`config.mk`:
```
export PLATFORM = sky130hd
export DESIGN_NAME = sql_like_wildcard_matcher
export DESIGN_NICKNAME = d
export VERILOG_FILES = /design/src/sv/sqllk_pkg.sv /design/src/sv/sqllk_closure.sv /design/src/sv/sqllk_pattern_store.sv /design/src/sv/sqllk_active_set.sv /design/src/sv/sql_like_wildcard_matcher.sv
export VERILOG_INCLUDE_DIRS = /design/src /design/src/sv
export SDC_FILE = /design/constraint.sdc
export NUM_CORES = 1
export LEC_CHECK = 0
export BUFFER_PORTS_ARGS = -buffer_cell sky130_fd_sc_hd__buf_2
export CAP_MARGIN = 10
export CORE_AREA = 2 2 226 228
export CTS_CLUSTER_DIAMETER = 150
export CTS_CLUSTER_SIZE = 14
export DETAILED_ROUTE_END_ITERATION = 10
export DIE_AREA = 0 0 228 230
export SLEW_MARGIN = 15
export SYNTH_ARGS = -nofsm -noshare
export SYNTH_HDL_FRONTEND = slang
export SYNTH_SLANG_ARGS = --single-unit
```
`constraint.sdc`:
```
create_clock -name clock -period 8.15 [get_ports clock]
set_input_delay 0.815 -clock clock [delete_from_list [all_inputs] [get_ports clock]]
set_output_delay 0.815 -clock clock [all_outputs]
set_load 0.1 [all_outputs]
```
`src/sv/sql_like_wildcard_matcher_defines.svh`:
```
// Assertion macros for the SQL LIKE wildcard matcher.
`ifndef SQL_LIKE_WILDCARD_MATCHER_DEFINES_SVH
`define SQL_LIKE_WILDCARD_MATCHER_DEFINES_SVH

`ifndef NO_ASSERTIONS

// Same-cycle implication, disabled during reset
`define SQLLK_ASSERT_NOW(label, clk, rst, ante, cons) \
   label: assert property (@(posedge clk) disable iff (rst) (ante) |-> (cons)) \
      else $error("sql like matcher: assertion failed");

// Next-cycle implication, disabled during reset
`define SQLLK_ASSERT_NEXT(label, clk, rst, ante, cons) \
   label: assert property (@(posedge clk) disable iff (rst) (ante) |=> (cons)) \
      else $error("sql like matcher: assertion failed");

`else

`define SQLLK_ASSERT_NOW(label, clk, rst, ante, cons)
`define SQLLK_ASSERT_NEXT(label, clk, rst, ante, cons)

`endif

`endif

```
`src/sv/sqllk_pkg.sv`:
```
// Shared types and constants for the SQL LIKE wildcard matcher.
package sqllk_pkg;

   // Wildcard bytes of a LIKE pattern
   localparam logic [7:0] CHAR_PERCENT    = 8'h25;
   localparam logic [7:0] CHAR_UNDERSCORE = 8'h5F;

   // Word widths on the stream ports
   localparam int REQ_DATA_W = 16;
   localparam int RSP_DATA_W = 8;

   // What an input word carries
   typedef enum logic {
      MODE_PATTERN = 1'b0,
      MODE_SUBJECT = 1'b1
   } mode_type;

   // One input word, unpacked from the stream
   typedef struct packed {
      mode_type   mode;
      logic       has_char;
      logic [7:0] char_code;
      logic       last;
      logic       negate;
      logic       null_arg;
   } item_type;

endpackage

```
`src/sv/sqllk_closure.sv`:
```
// Percent-sign closure of a position set as a log-depth prefix network.
module sqllk_closure import sqllk_pkg::*; #(
   parameter int WIDTH = 33
) (
   input  logic [WIDTH-1:0] seed,    // positions active before closure
   input  logic [WIDTH-1:0] prop,    // bit j: an active j-1 also activates j
   output logic [WIDTH-1:0] closed
);

   localparam int LVLS = $clog2(WIDTH);

   logic [WIDTH-1:0] gen_lvl [0:LVLS];
   logic [WIDTH-1:0] prp_lvl [0:LVLS-1];

   assign gen_lvl[0] = seed;
   assign prp_lvl[0] = prop;

   // Combine spans of doubling length at each level
   for (genvar lvl = 0; lvl < LVLS; lvl++) begin : g_lvl
      localparam int DIST = 1 << lvl;
      for (genvar j = 0; j < WIDTH; j++) begin : g_bit
         if (j >= DIST) begin : g_comb
            assign gen_lvl[lvl+1][j] = gen_lvl[lvl][j]
                                     | (prp_lvl[lvl][j] & gen_lvl[lvl][j-DIST]);
            if (lvl < LVLS - 1) begin : g_prp
               assign prp_lvl[lvl+1][j] = prp_lvl[lvl][j] & prp_lvl[lvl][j-DIST];
            end
         end else begin : g_pass
            assign gen_lvl[lvl+1][j] = gen_lvl[lvl][j];
            if (lvl < LVLS - 1) begin : g_prp
               assign prp_lvl[lvl+1][j] = prp_lvl[lvl][j];
            end
         end
      end
   end

   assign closed = gen_lvl[LVLS];

endmodule

```
`src/sv/sqllk_pattern_store.sv`:
```
// Pattern store with length, overflow and loading state.
`include "sql_like_wildcard_matcher_defines.svh"
module sqllk_pattern_store import sqllk_pkg::*; #(
   parameter int MAX_PATTERN = 32,
   parameter int LEN_W       = $clog2(MAX_PATTERN + 1)
) (
   input  logic                   clock,
   input  logic                   reset,
   input  logic                   item_fire,
   input  item_type               item,
   output logic [7:0]             pat_byte [MAX_PATTERN],
   output logic [MAX_PATTERN-1:0] pat_any,
   output logic [MAX_PATTERN-1:0] pat_one,
   output logic [MAX_PATTERN-1:0] pos_valid,
   output logic [LEN_W-1:0]       length,
   output logic                   overflow,
   output logic                   loading
);

   logic [7:0]             byte_ff [MAX_PATTERN];
   logic [MAX_PATTERN-1:0] any_ff;
   logic [MAX_PATTERN-1:0] one_ff;
   logic [LEN_W-1:0]       length_ff, length_in;
   logic                   overflow_ff, overflow_in;
   logic                   loading_ff, loading_in;
   logic [LEN_W-1:0]       wr_idx;
   logic                   wr_en;
   logic                   is_pattern;

   assign is_pattern = item_fire && (item.mode == MODE_PATTERN);

   // Work out length, overflow and loading after this word
   always_comb begin
      length_in   = length_ff;
      overflow_in = overflow_ff;
      loading_in  = loading_ff;
      wr_en       = 1'b0;
      wr_idx      = length_ff;
      if (is_pattern) begin
         // a new pattern starts afresh
         if (!loading_ff) begin
            length_in   = '0;
            overflow_in = 1'b0;
            wr_idx      = '0;
         end
         if (item.has_char) begin
            if (length_in < LEN_W'(MAX_PATTERN)) begin
               wr_en     = 1'b1;
               length_in = length_in + LEN_W'(1);
            end else begin
               overflow_in = 1'b1;
            end
         end
         loading_in = !item.last;
      end else if (item_fire) begin
         loading_in = 1'b0;
      end
   end

   // Hold control state
   always_ff @(posedge clock) begin
      if (reset) begin
         length_ff   <= '0;
         overflow_ff <= 1'b0;
         loading_ff  <= 1'b0;
      end else begin
         length_ff   <= length_in;
         overflow_ff <= overflow_in;
         loading_ff  <= loading_in;
      end
   end

   // Write the byte and its wildcard kind into the next free entry
   always_ff @(posedge clock) begin
      for (int i = 0; i < MAX_PATTERN; i++) begin
         if (wr_en && wr_idx == LEN_W'(i)) begin
            byte_ff[i] <= item.char_code;
            any_ff[i]  <= (item.char_code == CHAR_PERCENT);
            one_ff[i]  <= (item.char_code == CHAR_UNDERSCORE);
         end
      end
   end

   // Mark entries inside the loaded pattern
   always_comb begin
      for (int i = 0; i < MAX_PATTERN; i++) begin
         pos_valid[i] = (LEN_W'(i) < length_ff);
      end
   end

   assign pat_byte = byte_ff;
   assign pat_any  = any_ff;
   assign pat_one  = one_ff;
   assign length   = length_ff;
   assign overflow = overflow_ff;
   assign loading  = loading_ff;

   `SQLLK_ASSERT_NOW(a_length_bound, clock, reset, 1'b1, length_ff <= LEN_W'(MAX_PATTERN))
   `SQLLK_ASSERT_NEXT(a_overflow_full, clock, reset, is_pattern && item.has_char && !wr_en,
                      overflow_ff && length_ff == LEN_W'(MAX_PATTERN))

endmodule

```
`src/sv/sqllk_active_set.sv`:
```
// Bit-parallel set of active pattern positions, advanced one subject byte per word.
module sqllk_active_set import sqllk_pkg::*; #(
   parameter int MAX_PATTERN = 32,
   parameter int LEN_W       = $clog2(MAX_PATTERN + 1)
) (
   input  logic                   clock,
   input  logic                   reset,
   input  logic                   item_fire,
   input  item_type               item,
   input  logic [7:0]             pat_byte [MAX_PATTERN],
   input  logic [MAX_PATTERN-1:0] pat_any,
   input  logic [MAX_PATTERN-1:0] pat_one,
   input  logic [MAX_PATTERN-1:0] pos_valid,
   input  logic [LEN_W-1:0]       length,
   input  logic                   loading,
   output logic                   hit
);

   localparam int W = MAX_PATTERN + 1;

   logic [W-1:0] act_ff, act_in;   // raw set, closure applied on use
   logic [W-1:0] prop;
   logic [W-1:0] base_raw, base;
   logic [W-1:0] nxt, adv;
   logic [W-1:0] final_set;

   // An active '%' inside the pattern also activates the following position
   assign prop = {pos_valid & pat_any, 1'b0};

   // Restart at position zero while the pattern is still open
   assign base_raw = loading ? W'(1) : act_ff;

   sqllk_closure #(.WIDTH(W)) u_base_close (
      .seed   (base_raw),
      .prop   (prop),
      .closed (base)
   );

   // Advance every active position by the subject byte
   always_comb begin
      nxt = '0;
      for (int i = 0; i < MAX_PATTERN; i++) begin
         if (base[i] && pos_valid[i]) begin
            if (pat_any[i]) begin
               nxt[i] = 1'b1;
            end else if (pat_one[i] || pat_byte[i] == item.char_code) begin
               nxt[i+1] = 1'b1;
            end
         end
      end
   end

   sqllk_closure #(.WIDTH(W)) u_adv_close (
      .seed   (nxt),
      .prop   (prop),
      .closed (adv)
   );

   // Match when the end of the pattern is active
   assign final_set = item.has_char ? adv : base;
   assign hit       = final_set[length];

   // Next raw set
   always_comb begin
      act_in = act_ff;
      if (item_fire) begin
         if (item.last) begin
            act_in = W'(1);
         end else if (item.mode == MODE_SUBJECT) begin
            act_in = item.has_char ? nxt : base_raw;
         end
      end
   end

   always_ff @(posedge clock) begin
      if (reset) begin
         act_ff <= W'(1);
      end else begin
         act_ff <= act_in;
      end
   end

endmodule

```
`src/sv/sql_like_wildcard_matcher.sv`:
```
// SQL LIKE wildcard matcher: top level with input and result registers.
//
// Usage: send the pattern as words with req_tuser = 0, one byte each, the
// final one with req_tlast; '%' matches any run of bytes, '_' exactly one.
// Then send the subject with req_tuser = 1, one byte per word, the final
// word with req_tlast, negate (NOT LIKE) and null_arg set as needed. An
// empty string is a single word with has_char = 0. The pattern is kept for
// any number of subjects. Only the final subject word gives a result word:
// matched, result_null and pattern_error (pattern longer than MAX_PATTERN).
// Result path: the final subject word is accepted into the input register,
// and the position update then feeds the result register, which drives
// rsp_tvalid.
// Throughput: one word per clock while nothing stalls; the whole position
// set is updated at once, so a new word is taken each cycle unless stalled.
// Reset: empty pattern, start position active, no result pending.
// Stall: while the result register is full and rsp_tready is low, pattern
// and non-final subject words still pass; a further final word waits in
// the input register and req_tready drops.
`include "sql_like_wildcard_matcher_defines.svh"
module sql_like_wildcard_matcher import sqllk_pkg::*; #(
   parameter int MAX_PATTERN = 32
) (
   input  logic                  clock,
   input  logic                  reset,
   input  logic                  req_tvalid,
   output logic                  req_tready,
   // [0] has_char, [8:1] char_code, [9] negate, [10] null_arg, rest zero
   input  logic [REQ_DATA_W-1:0] req_tdata,
   // [0] mode: 0 pattern byte, 1 subject byte
   input  logic                  req_tuser,
   input  logic                  req_tlast,
   output logic                  rsp_tvalid,
   input  logic                  rsp_tready,
   // [0] matched, [1] result_null, [2] pattern_error, rest zero
   output logic [RSP_DATA_W-1:0] rsp_tdata
);

   localparam int LEN_W = $clog2(MAX_PATTERN + 1);

   item_type               item_ff, item_in;
   logic                   item_valid_ff, item_valid_in;
   logic                   rsp_valid_ff, rsp_valid_in;
   logic [2:0]             rsp_data_ff, rsp_data_in;
   logic                   produces, process;
   logic [7:0]             pat_byte [MAX_PATTERN];
   logic [MAX_PATTERN-1:0] pat_any, pat_one, pos_valid;
   logic [LEN_W-1:0]       length;
   logic                   overflow, loading, hit;

   // Unpack the incoming word
   always_comb begin
      item_in.mode      = mode_type'(req_tuser);
      item_in.has_char  = req_tdata[0];
      item_in.char_code = req_tdata[8:1];
      item_in.last      = req_tlast;
      item_in.negate    = req_tdata[9];
      item_in.null_arg  = req_tdata[10];
   end

   // Process the registered word unless its result has nowhere to go
   assign produces   = item_ff.mode == MODE_SUBJECT && item_ff.last;
   assign process    = item_valid_ff && (!produces || !rsp_valid_ff || rsp_tready);
   assign req_tready = !item_valid_ff || process;

   // Input register
   assign item_valid_in = req_tready ? req_tvalid : item_valid_ff;

   always_ff @(posedge clock) begin
      if (reset) begin
         item_valid_ff <= 1'b0;
      end else begin
         item_valid_ff <= item_valid_in;
      end
   end

   always_ff @(posedge clock) begin
      if (req_tvalid && req_tready) begin
         item_ff <= item_in;
      end
   end

   sqllk_pattern_store #(.MAX_PATTERN(MAX_PATTERN), .LEN_W(LEN_W)) u_store (
      .clock     (clock),
      .reset     (reset),
      .item_fire (process),
      .item      (item_ff),
      .pat_byte  (pat_byte),
      .pat_any   (pat_any),
      .pat_one   (pat_one),
      .pos_valid (pos_valid),
      .length    (length),
      .overflow  (overflow),
      .loading   (loading)
   );

   sqllk_active_set #(.MAX_PATTERN(MAX_PATTERN), .LEN_W(LEN_W)) u_active (
      .clock     (clock),
      .reset     (reset),
      .item_fire (process),
      .item      (item_ff),
      .pat_byte  (pat_byte),
      .pat_any   (pat_any),
      .pat_one   (pat_one),
      .pos_valid (pos_valid),
      .length    (length),
      .loading   (loading),
      .hit       (hit)
   );

   // Form the result: null and overflow force no match
   always_comb begin
      rsp_data_in[0] = !(item_ff.null_arg || overflow) && (hit ^ item_ff.negate);
      rsp_data_in[1] = item_ff.null_arg;
      rsp_data_in[2] = overflow;
   end

   // Result register
   always_comb begin
      rsp_valid_in = rsp_valid_ff;
      if (process && produces) begin
         rsp_valid_in = 1'b1;
      end else if (rsp_tready) begin
         rsp_valid_in = 1'b0;
      end
   end

   always_ff @(posedge clock) begin
      if (reset) begin
         rsp_valid_ff <= 1'b0;
      end else begin
         rsp_valid_ff <= rsp_valid_in;
      end
   end

   always_ff @(posedge clock) begin
      if (process && produces) begin
         rsp_data_ff <= rsp_data_in;
      end
   end

   assign rsp_tvalid = rsp_valid_ff;
   assign rsp_tdata  = {{(RSP_DATA_W-3){1'b0}}, rsp_data_ff};

   `SQLLK_ASSERT_NEXT(a_result_loaded, clock, reset, process && produces, rsp_valid_ff)
   `SQLLK_ASSERT_NOW(a_no_overwrite, clock, reset, rsp_valid_ff && !rsp_tready,
                     !(process && produces))
   `SQLLK_ASSERT_NOW(a_forced_miss, clock, reset, rsp_valid_ff && (rsp_data_ff[1] || rsp_data_ff[2]),
                     !rsp_data_ff[0])

endmodule

```
==> results of run 1 <==
==> metal layers <==
layer | share of wire (%) | track usage [%]
met1 | 46 | 31.0
met3 | 7.2 | 3.60
met5 | 0 | 0
met2 | 43 | 32.0
met4 | 3.9 | 7.72
==> flip-flops by register name (all words and copies together) (netlist names), 3 cells and up <==
register / flops
item_ff: 13
u_store.length: 6
u_store.pat_any: 32
u_store.pat_byte: 256
u_active.act_ff: 33
u_store.pat_one: 32
rsp_data_ff: 3
==> area by class of cell <==
| class | count | area [um2] |
|---|---|---|
| tap | 672 | 841 |
| inverter | 20 | 75.1 |
| clock buffer | 56 | 870 |
| clock inverter | 2 | 36.3 |
| sequential | 379 | 11000 |
| timing repair buffer | 58 | 445 |
| multi-input combinational | 1262 | 8370 |
| fill | 4734 | 28300 |
==> power breakdown <==
group	total (uW)	leakage (uW)	internal, uW	switching [uW]
combinational	192	0.00318	56.2	135
sequential	2120	0.00343	2110	8.66
clock	1400	0.000428	722	674
==> worst min-delay path by stage <==
stage | to | startpoint | depth (start not counted) | slack (ns)
6_report | item_ff[9]$_DFFE_PP_ | req_tdata[7] | 1 | 0.39
5_1_grt | item_ff[9]$_DFFE_PP_ | req_tdata[7] | 1 | 0.36
4_1_cts | item_ff[9]$_DFFE_PP_ | req_tdata[7] | 1 | 0.36
3_5_place_dp | u_active.act_ff[12]$_SDFFE_PP0P_ | u_active.act_ff[12]$_SDFFE_PP0P_ | 1 | 0.46
3_3_place_gp | u_active.act_ff[32]$_SDFFE_PP0P_ | u_active.act_ff[32]$_SDFFE_PP0P_ | 2 | 0.45
2_1_floorplan | u_active.act_ff[32]$_SDFFE_PP0P_ | u_active.act_ff[32]$_SDFFE_PP0P_ | 2 | 0.42
==> layout by cell type (no fill, tap or decap), drive strengths merged, types with 17 or more instances in the layout <==
cell / n
nor3: 47
a211oi: 18
xnor2: 37
xor2: 221
dfxtp: 43
nor2b: 20
and2: 25
buf: 58
nor2: 132
nand2: 122
clkbuf: 56
nand4: 19
o21ai: 79
nor4: 70
edfxtp: 336
a31oi: 19
a21oi: 119
o211ai: 17
and3: 17
nand3: 36
inv: 20
==> stage by stage <==
stage                     instance area (um2)  hold slack [ns]  setup slack, ns  util, %  std cells
after global routing                    21600            0.358             1.80     43.3       2449
after global placement                  20700            0.446             2.35     41.5       2391
after detailed placement                20700            0.460             2.33     41.5       2391
after floorplan                         19900            0.425             3.66        -       1755
final                                   21600            0.390             2.04     43.3       2449
after CTS                               21600            0.359             2.30     43.3       2449
==> logic make-up (layout without fill, tap and decap cells) <==
group / Yosys count / after routing
flip-flops: 379 / 379
other: 1 / 5
adder cells (fa/ha/maj): 1 / 1
multiplexers: 2 / 2
AND/OR/NAND/NOR: 558 / 558
AO/OA/AOI/OAI: 438 / 438
XOR/XNOR: 258 / 258
buffers and inverters: 114 / 136
==> Flow_metrics.wiki, run 1 <==
{| class="wikitable"
! Metric !! Value
|-
| Dominant synthesized flop cell || sky130_fd_sc_hd__edfxtp_1
|-
| CP top delay family || compound AO/OA/AOI/OAI gates
|-
| Clock tree sinks || approximately 380
|-
| Vias in the first global route || ~14,000
|-
| Fraction of the yosys area taken by sequential cells || between 50% and 60%
|-
| Area fraction of the dominant cell type after synthesis || around 51%
|-
| Total core area || approximately 50,000 um2
|-
| Clock Latency Late Sink || 0.60 ns
|-
| Launch point of the critical path || u_store.length[2]$_SDFFE_PP0P_
|-
| Critical Path Sink || rsp_data_ff[0]$_DFFE_PP_
|-
| Most frequent cell after synthesis || sky130_fd_sc_hd__edfxtp_1
|-
| Number of buffers added by the clock tree synthesis step || 31
|-
| Number of remaining DRC errors || 0
|-
| Share of post-route cells with drive strength above 1 || 8.84%
|-
| Most used cell, CP || sky130_fd_sc_hd__o311ai_1
|-
| Total global-route track usage || 21.3%
|-
| Worst setup path class || reg -> reg
|-
| Final worst clock skew || around 0.020 ns
|-
| Vias/cell || between 5 and 6
|-
| Worst Path Max Fanout || 23
|-
| Initial antenna violation count || 0
|-
| Xor/xnor share of the synthesized area || between 10% and 20%
|-
| RePlAce Congestion || roughly 1
|-
| Area fraction in and, or, nand and nor cells after synthesis || approximately 14%
|-
| CTS tree || built
|-
| Logic depth of the worst register-to-register path || 15
|-
| Initial Utilization || approximately two fifths
|-
| Setup slack of the worst register-to-register path || around 2 ns
|-
| Register bit count reported by yosys || around 380
|-
| Critical path arrival || roughly 6.6 ns
|-
| Row count || between 80 and 90
|-
| Dpl hpwl || just under 40,000 um
|-
| Tightest Pin Transition || about 1.2 ns
|-
| Remaining number of nets flagged by the antenna check after routing || 0
|-
| Worst relative slew slack || between 10% and 20%
|-
| Boundary pin count || 32
|-
| Reg-to-reg critical path startpoint || u_store.length[2]$_SDFFE_PP0P_
|-
| Vias after detailed routing || around 14,000
|-
| Max Transition Viols Final || 0
|-
| Cell-by-cell trace of the critical path || buf_4, and4_1, o2111ai_1, or2_1, a211oi_2, nor2_1, o41ai_1, a211oi_1, o311ai_1, o311ai_0, o211ai_1, o311ai_1, nor4_1, nand4b_1, o211ai_2
|-
| Count of maximum capacitance violations || 0
|-
| Areal power density over the cells || 172 nW/um2
|-
| Delay of the slowest cell on the worst path || approximately 1.0 ns
|-
| Share of the synthesized area in compound gates (AO/OA/AOI/OAI) || around 16%
|-
| Unrepaired setup endpoints after global routing || false
|-
| Number of synthesized flops with an enable pin || roughly 340
|-
| Post-route clock period utilization || about three quarters
|-
| Largest family of logic cells by synthesized area || compound AO/OA/AOI/OAI gates
|-
| Total Power Consumption || around 3700 uW
|-
| DRT Wirelength || 56,900 um
|-
| IR drop worst, VDD || about 0.15 mV
|-
| Die boundary height || roughly 230 um
|-
| Post-synthesis share of cell area spent on full adders, half adders and majority gates || less than 1%
|-
| Overall die area || between 50,000 and 60,000 um2
|-
| Die W || ~230 um
|-
| FMAX || 164 MHz
|-
| Maximum number of pins on one net before global-route repair || 67
|-
| Number of hold buffers added after CTS || 0
|-
| Reg2Reg Capture Point || rsp_data_ff[0]$_DFFE_PP_
|-
| Path length in cells of the critical path || 15
|-
| Clock Root Buffer || sky130_fd_sc_hd__clkbuf_16
|-
| P&R area growth vs syn || 8.82%
|-
| Critical Path RT || ~8.6 ns
|-
| CTS HTree Levels || 1
|-
| Number of DRC markers in iteration 0 || between 1,500 and 2,000
|-
| Post-synthesis cell area || between 15,000 and 20,000 um2
|-
| Total negative setup slack || 0 ns
|-
| Post-CTS setup buffers || 0
|-
| Result of the run || completed
|-
| Setup violation total in the final timing report || 0
|-
| Mapped Avg Cell Area || 11.3 um2
|-
| Number of nets in the layout || between 1,500 and 2,000
|-
| First-pass GRT wire length || 86,600 um
|-
| Fraction of synthesized area in multiplexers || 0.227%
|-
| Number of antenna diodes || 0
|-
| Number of warnings issued by yosys || 0
|-
| Buffer and inverter count on the worst path || 1
|-
| Unique cell type count in the Yosys netlist || ~100
|-
| Port bufs || 21
|-
| WL per Instance || ~23 um
|-
| Number of detailed-routing iterations run before antenna repair || 6
|-
| Biggest area contributors in the synthesized netlist || sky130_fd_sc_hd__edfxtp_1, sky130_fd_sc_hd__xor2_1, sky130_fd_sc_hd__dfxtp_1, sky130_fd_sc_hd__a21oi_1, sky130_fd_sc_hd__nor2_1
|-
| Critical Path Slowest Stage Cell || sky130_fd_sc_hd__dfxtp_1
|-
| Post-cts resize count || 0
|-
| Worst Setup End Kind || flip-flop
|-
| Total congestion overflow || 0
|-
| Share of synthesized registers carrying an async set or reset || 0%
|-
| Kind of start point of the critical path || flip-flop
|-
| Number of buffers between clock root and the deepest sink || 3
|-
| Min cycle time layout || about 6.1 ns
|-
| Clock-pin slew on the worst setup and hold paths || about 0.070 ns
|-
| Endpoints failing hold || 0
|-
| Standby leakage power || 0.00704 uW
|-
| Post-synthesis cell type with the largest combined area || sky130_fd_sc_hd__edfxtp_1
|-
| List of most frequent post-synthesis cells || sky130_fd_sc_hd__edfxtp_1, sky130_fd_sc_hd__xor2_1, sky130_fd_sc_hd__nor2_1
|-
| Classification of the worst-slack hold path || in -> reg
|-
| Number of instances in the synthesized netlist || 1,751
|}
(Power assumes the default switching activity.)
==> run 2: changes to the inputs <==
==> constraint.sdc (replaced) <==
create_clock -name clock -period 5.46 [get_ports clock]
set_input_delay 0.546 -clock clock [delete_from_list [all_inputs] [get_ports clock]]
set_output_delay 0.546 -clock clock [all_outputs]
set_load 0.1 [all_outputs]
==> Flow_metrics.wiki, run 2 (synthesis gave the netlist of run 1 again) <==
{| class="wikitable"
! Metric !! Value
|-
| Logic depth of the worst register-to-register path || 17 (+2)
|-
| Clock-pin slew on the worst setup and hold paths || 0.07 ns (about the same)
|-
| Critical Path RT || 5.80 ns (-2.79 ns)
|-
| Reg2Reg Capture Point || rsp_data_ff[0]$_DFFE_PP_
|-
| CTS HTree Levels || 1 (unchanged)
|-
| Min cycle time layout || 5.22 ns (-0.898 ns)
|-
| Clock Root Buffer || sky130_fd_sc_hd__clkbuf_16
|-
| First-pass GRT wire length || 90,400 um (+4.5%)
|-
| DR top layer || met5
|-
| Post-CTS setup buffers || 0 (unchanged)
|-
| Total Power Consumption || 5550 uW (+50%)
|-
| Worst relative slew slack || 27.1% (+8.2 points)
|-
| FMAX || 192 MHz (+17%)
|-
| Classification of the worst-slack hold path || in -> reg
|-
| WL per Instance || 23.5 um (+0.95%)
|-
| Clock tree sinks || 379 (unchanged)
|-
| Total negative setup slack || 0 ns (unchanged)
|-
| Endpoints failing hold || 0 (unchanged)
|-
| Dpl hpwl || 42,400 um (+8.5%)
|-
| Number of hold buffers added after CTS || 0 (unchanged)
|-
| Count of maximum capacitance violations || 0 (unchanged)
|-
| Most common cell after layout, fill and taps aside || sky130_fd_sc_hd__edfxtp_1
|-
| Vias/cell || 5.86 (-0.25%)
|-
| Final worst clock skew || 0.0479 ns (+0.0279 ns)
|-
| Remaining number of nets flagged by the antenna check after routing || 0 (unchanged)
|-
| Port bufs || 21 (unchanged)
|-
| Critical Path Sink || rsp_data_ff[0]$_DFFE_PP_
|-
| Launch point of the critical path || u_store.length[1]$_SDFFE_PP0P_
|-
| Row count || 82 (unchanged)
|-
| Vias in the first global route || 14,331 (+4.0%)
|-
| Tightest Pin Transition || 1.09 ns (-0.124 ns)
|-
| Share of post-route cells with drive strength above 1 || 12.5% (+3.7 points)
|-
| RePlAce Congestion || 0.979 (+0.61%)
|-
| Worst setup path class || reg -> reg
|-
| Clock Latency Late Sink || 0.60 ns (about the same)
|-
| Areal power density over the cells || 250 nW/um2 (+46%)
|-
| Worst Path Max Fanout || 9 (-61%)
|-
| Overall die area || 52,400 um2 (unchanged)
|-
| Number of buffers added by the clock tree synthesis step || 31 (unchanged)
|-
| Final worst hold slack || 0.121 ns (-0.269 ns)
|-
| Most frequent cells in the layout || sky130_fd_sc_hd__edfxtp_1, sky130_fd_sc_hd__xor2_1, sky130_fd_sc_hd__nor2_1
|-
| Die boundary height || 230 um (unchanged)
|-
| Met3 layer wire length in the routed design || 3790 um (-7.7%)
|-
| Kind of start point of the critical path || flip-flop
|-
| Standby leakage power || 0.00743 uW (+5.6%)
|-
| Number of antenna diodes || 0 (unchanged)
|-
| Number of nets in the layout || 1,851 (+4.3%)
|-
| Reg-to-reg critical path startpoint || u_store.length[1]$_SDFFE_PP0P_
|-
| Post-route clock period utilization || 95.5% (+21 points)
|-
| Critical path arrival || 5.55 ns (-1.00 ns)
|-
| Number of DRC markers in iteration 0 || 1,559 (-13%)
|-
| Unrepaired setup endpoints after global routing || false
|-
| Worst Setup End Kind || flip-flop
|-
| P&R area growth vs syn || 11.7%
|-
| Initial Utilization || 39.8% (unchanged)
|-
| Boundary pin count || 32 (unchanged)
|-
| Vias after detailed routing || 14,801 (+2.8%)
|-
| Routed met1 length || 27,600 um (+6.5%)
|-
| Total congestion overflow || 0 (unchanged)
|-
| CTS tree || built
|-
| Number of flip-flops under the largest register name || 256 (unchanged)
|-
| Detail Route met2 WL || 26,000 um (+5.4%)
|-
| Total global-route track usage || 22.3% (+1.0 points)
|-
| Maximum number of pins on one net before global-route repair || 40 (-40%)
|-
| IR drop worst, VDD || 0.207 mV (+36%)
|-
| Setup slack of the worst register-to-register path || 0.24 ns (-1.79 ns)
|-
| Result of the run || completed
|-
| DRT Wirelength || 59,300 um (+4.1%)
|-
| Total core area || 49,900 um2 (unchanged)
|-
| Die W || 228 um (unchanged)
|-
| Number of buffers between clock root and the deepest sink || 3 (unchanged)
|-
| Number of detailed-routing iterations run before antenna repair || 5 (-1)
|-
| Setup violation total in the final timing report || 0 (unchanged)
|-
| Number of remaining DRC errors || 0 (unchanged)
|-
| Initial antenna violation count || 2 (+2)
|-
| Max Transition Viols Final || 0 (unchanged)
|}
==> run 2: stage by stage <==
stage	util, %	setup WS [ns]	std cells	cell area (um2)
after floorplan	-	0.967	1755	19900
after global placement	42.6	0.249	2467	21300
after detailed placement	42.6	0.301	2467	21300
after CTS	44.4	0.279	2525	22100
after global routing	44.4	0.0620	2525	22200
final	44.4	0.243	2525	22200
==> run 2: area by class of cell <==
cell class | count | area [um2]
timing repair buffer | 134 | 1030
tap | 672 | 841
clock inverter | 2 | 25.0
fill | 4695 | 27700
inverter | 20 | 75.1
multi-input combinational | 1262 | 8360
clock buffer | 56 | 870
sequential | 379 | 11000
==> run 2: repair_timing <==
item	in CTS	in global routing
gates resized for setup	0	2
endpoints found under the hold margin	0	0
setup endpoints to repair	0	1
==> run 2: worst min-delay path by stage <==
stage / cells after the start / startpoint / end
2_1_floorplan: 2 / u_active.act_ff[32]$_SDFFE_PP0P_ / u_active.act_ff[32]$_SDFFE_PP0P_
3_3_place_gp: 1 / u_active.act_ff[12]$_SDFFE_PP0P_ / u_active.act_ff[12]$_SDFFE_PP0P_
6_report: 1 / req_tdata[10] / item_ff[0]$_DFFE_PP_
5_1_grt: 1 / req_tdata[5] / item_ff[7]$_DFFE_PP_
4_1_cts: 1 / req_tdata[10] / item_ff[0]$_DFFE_PP_
3_5_place_dp: 2 / u_active.act_ff[11]$_SDFFE_PP0P_ / u_active.act_ff[11]$_SDFFE_PP0P_
==> run 2: power by group <==
part           total (uW)  leakage [uW]  internal (uW)  switching [uW]
Combinational         302       0.00358           98.5             203
Clock                2080      0.000423           1070            1010
Sequential           3170       0.00343           3150            17.8
==> run 2: per-layer routing <==
layer,GRT usage (%),vias up
li1,-,6763
met1,32.8,7441
met2,33.9,504
met3,3.06,91
met4,7.43,2
met5,0,-
==> run 2: worst max-delay path, stage by stage, from the launching register on <==
cell and delay [ns]:
sky130_fd_sc_hd__dfxtp_1 0.38, sky130_fd_sc_hd__or3_1 0.61, sky130_fd_sc_hd__o221ai_4 0.27, sky130_fd_sc_hd__buf_4 0.21, sky130_fd_sc_hd__a22oi_2 0.15, sky130_fd_sc_hd__a21oi_1 0.46
sky130_fd_sc_hd__a2111oi_4 0.12, sky130_fd_sc_hd__o41ai_1 0.49, sky130_fd_sc_hd__nand3_1 0.38, sky130_fd_sc_hd__o21ai_0 0.26, sky130_fd_sc_hd__buf_4 0.16, sky130_fd_sc_hd__a311oi_1 0.08
sky130_fd_sc_hd__nor4_1 0.51, sky130_fd_sc_hd__buf_4 0.21, sky130_fd_sc_hd__a2111o_1 0.14, sky130_fd_sc_hd__nor4b_1 0.06, sky130_fd_sc_hd__a311oi_1 0.30, sky130_fd_sc_hd__o211ai_2 0.14
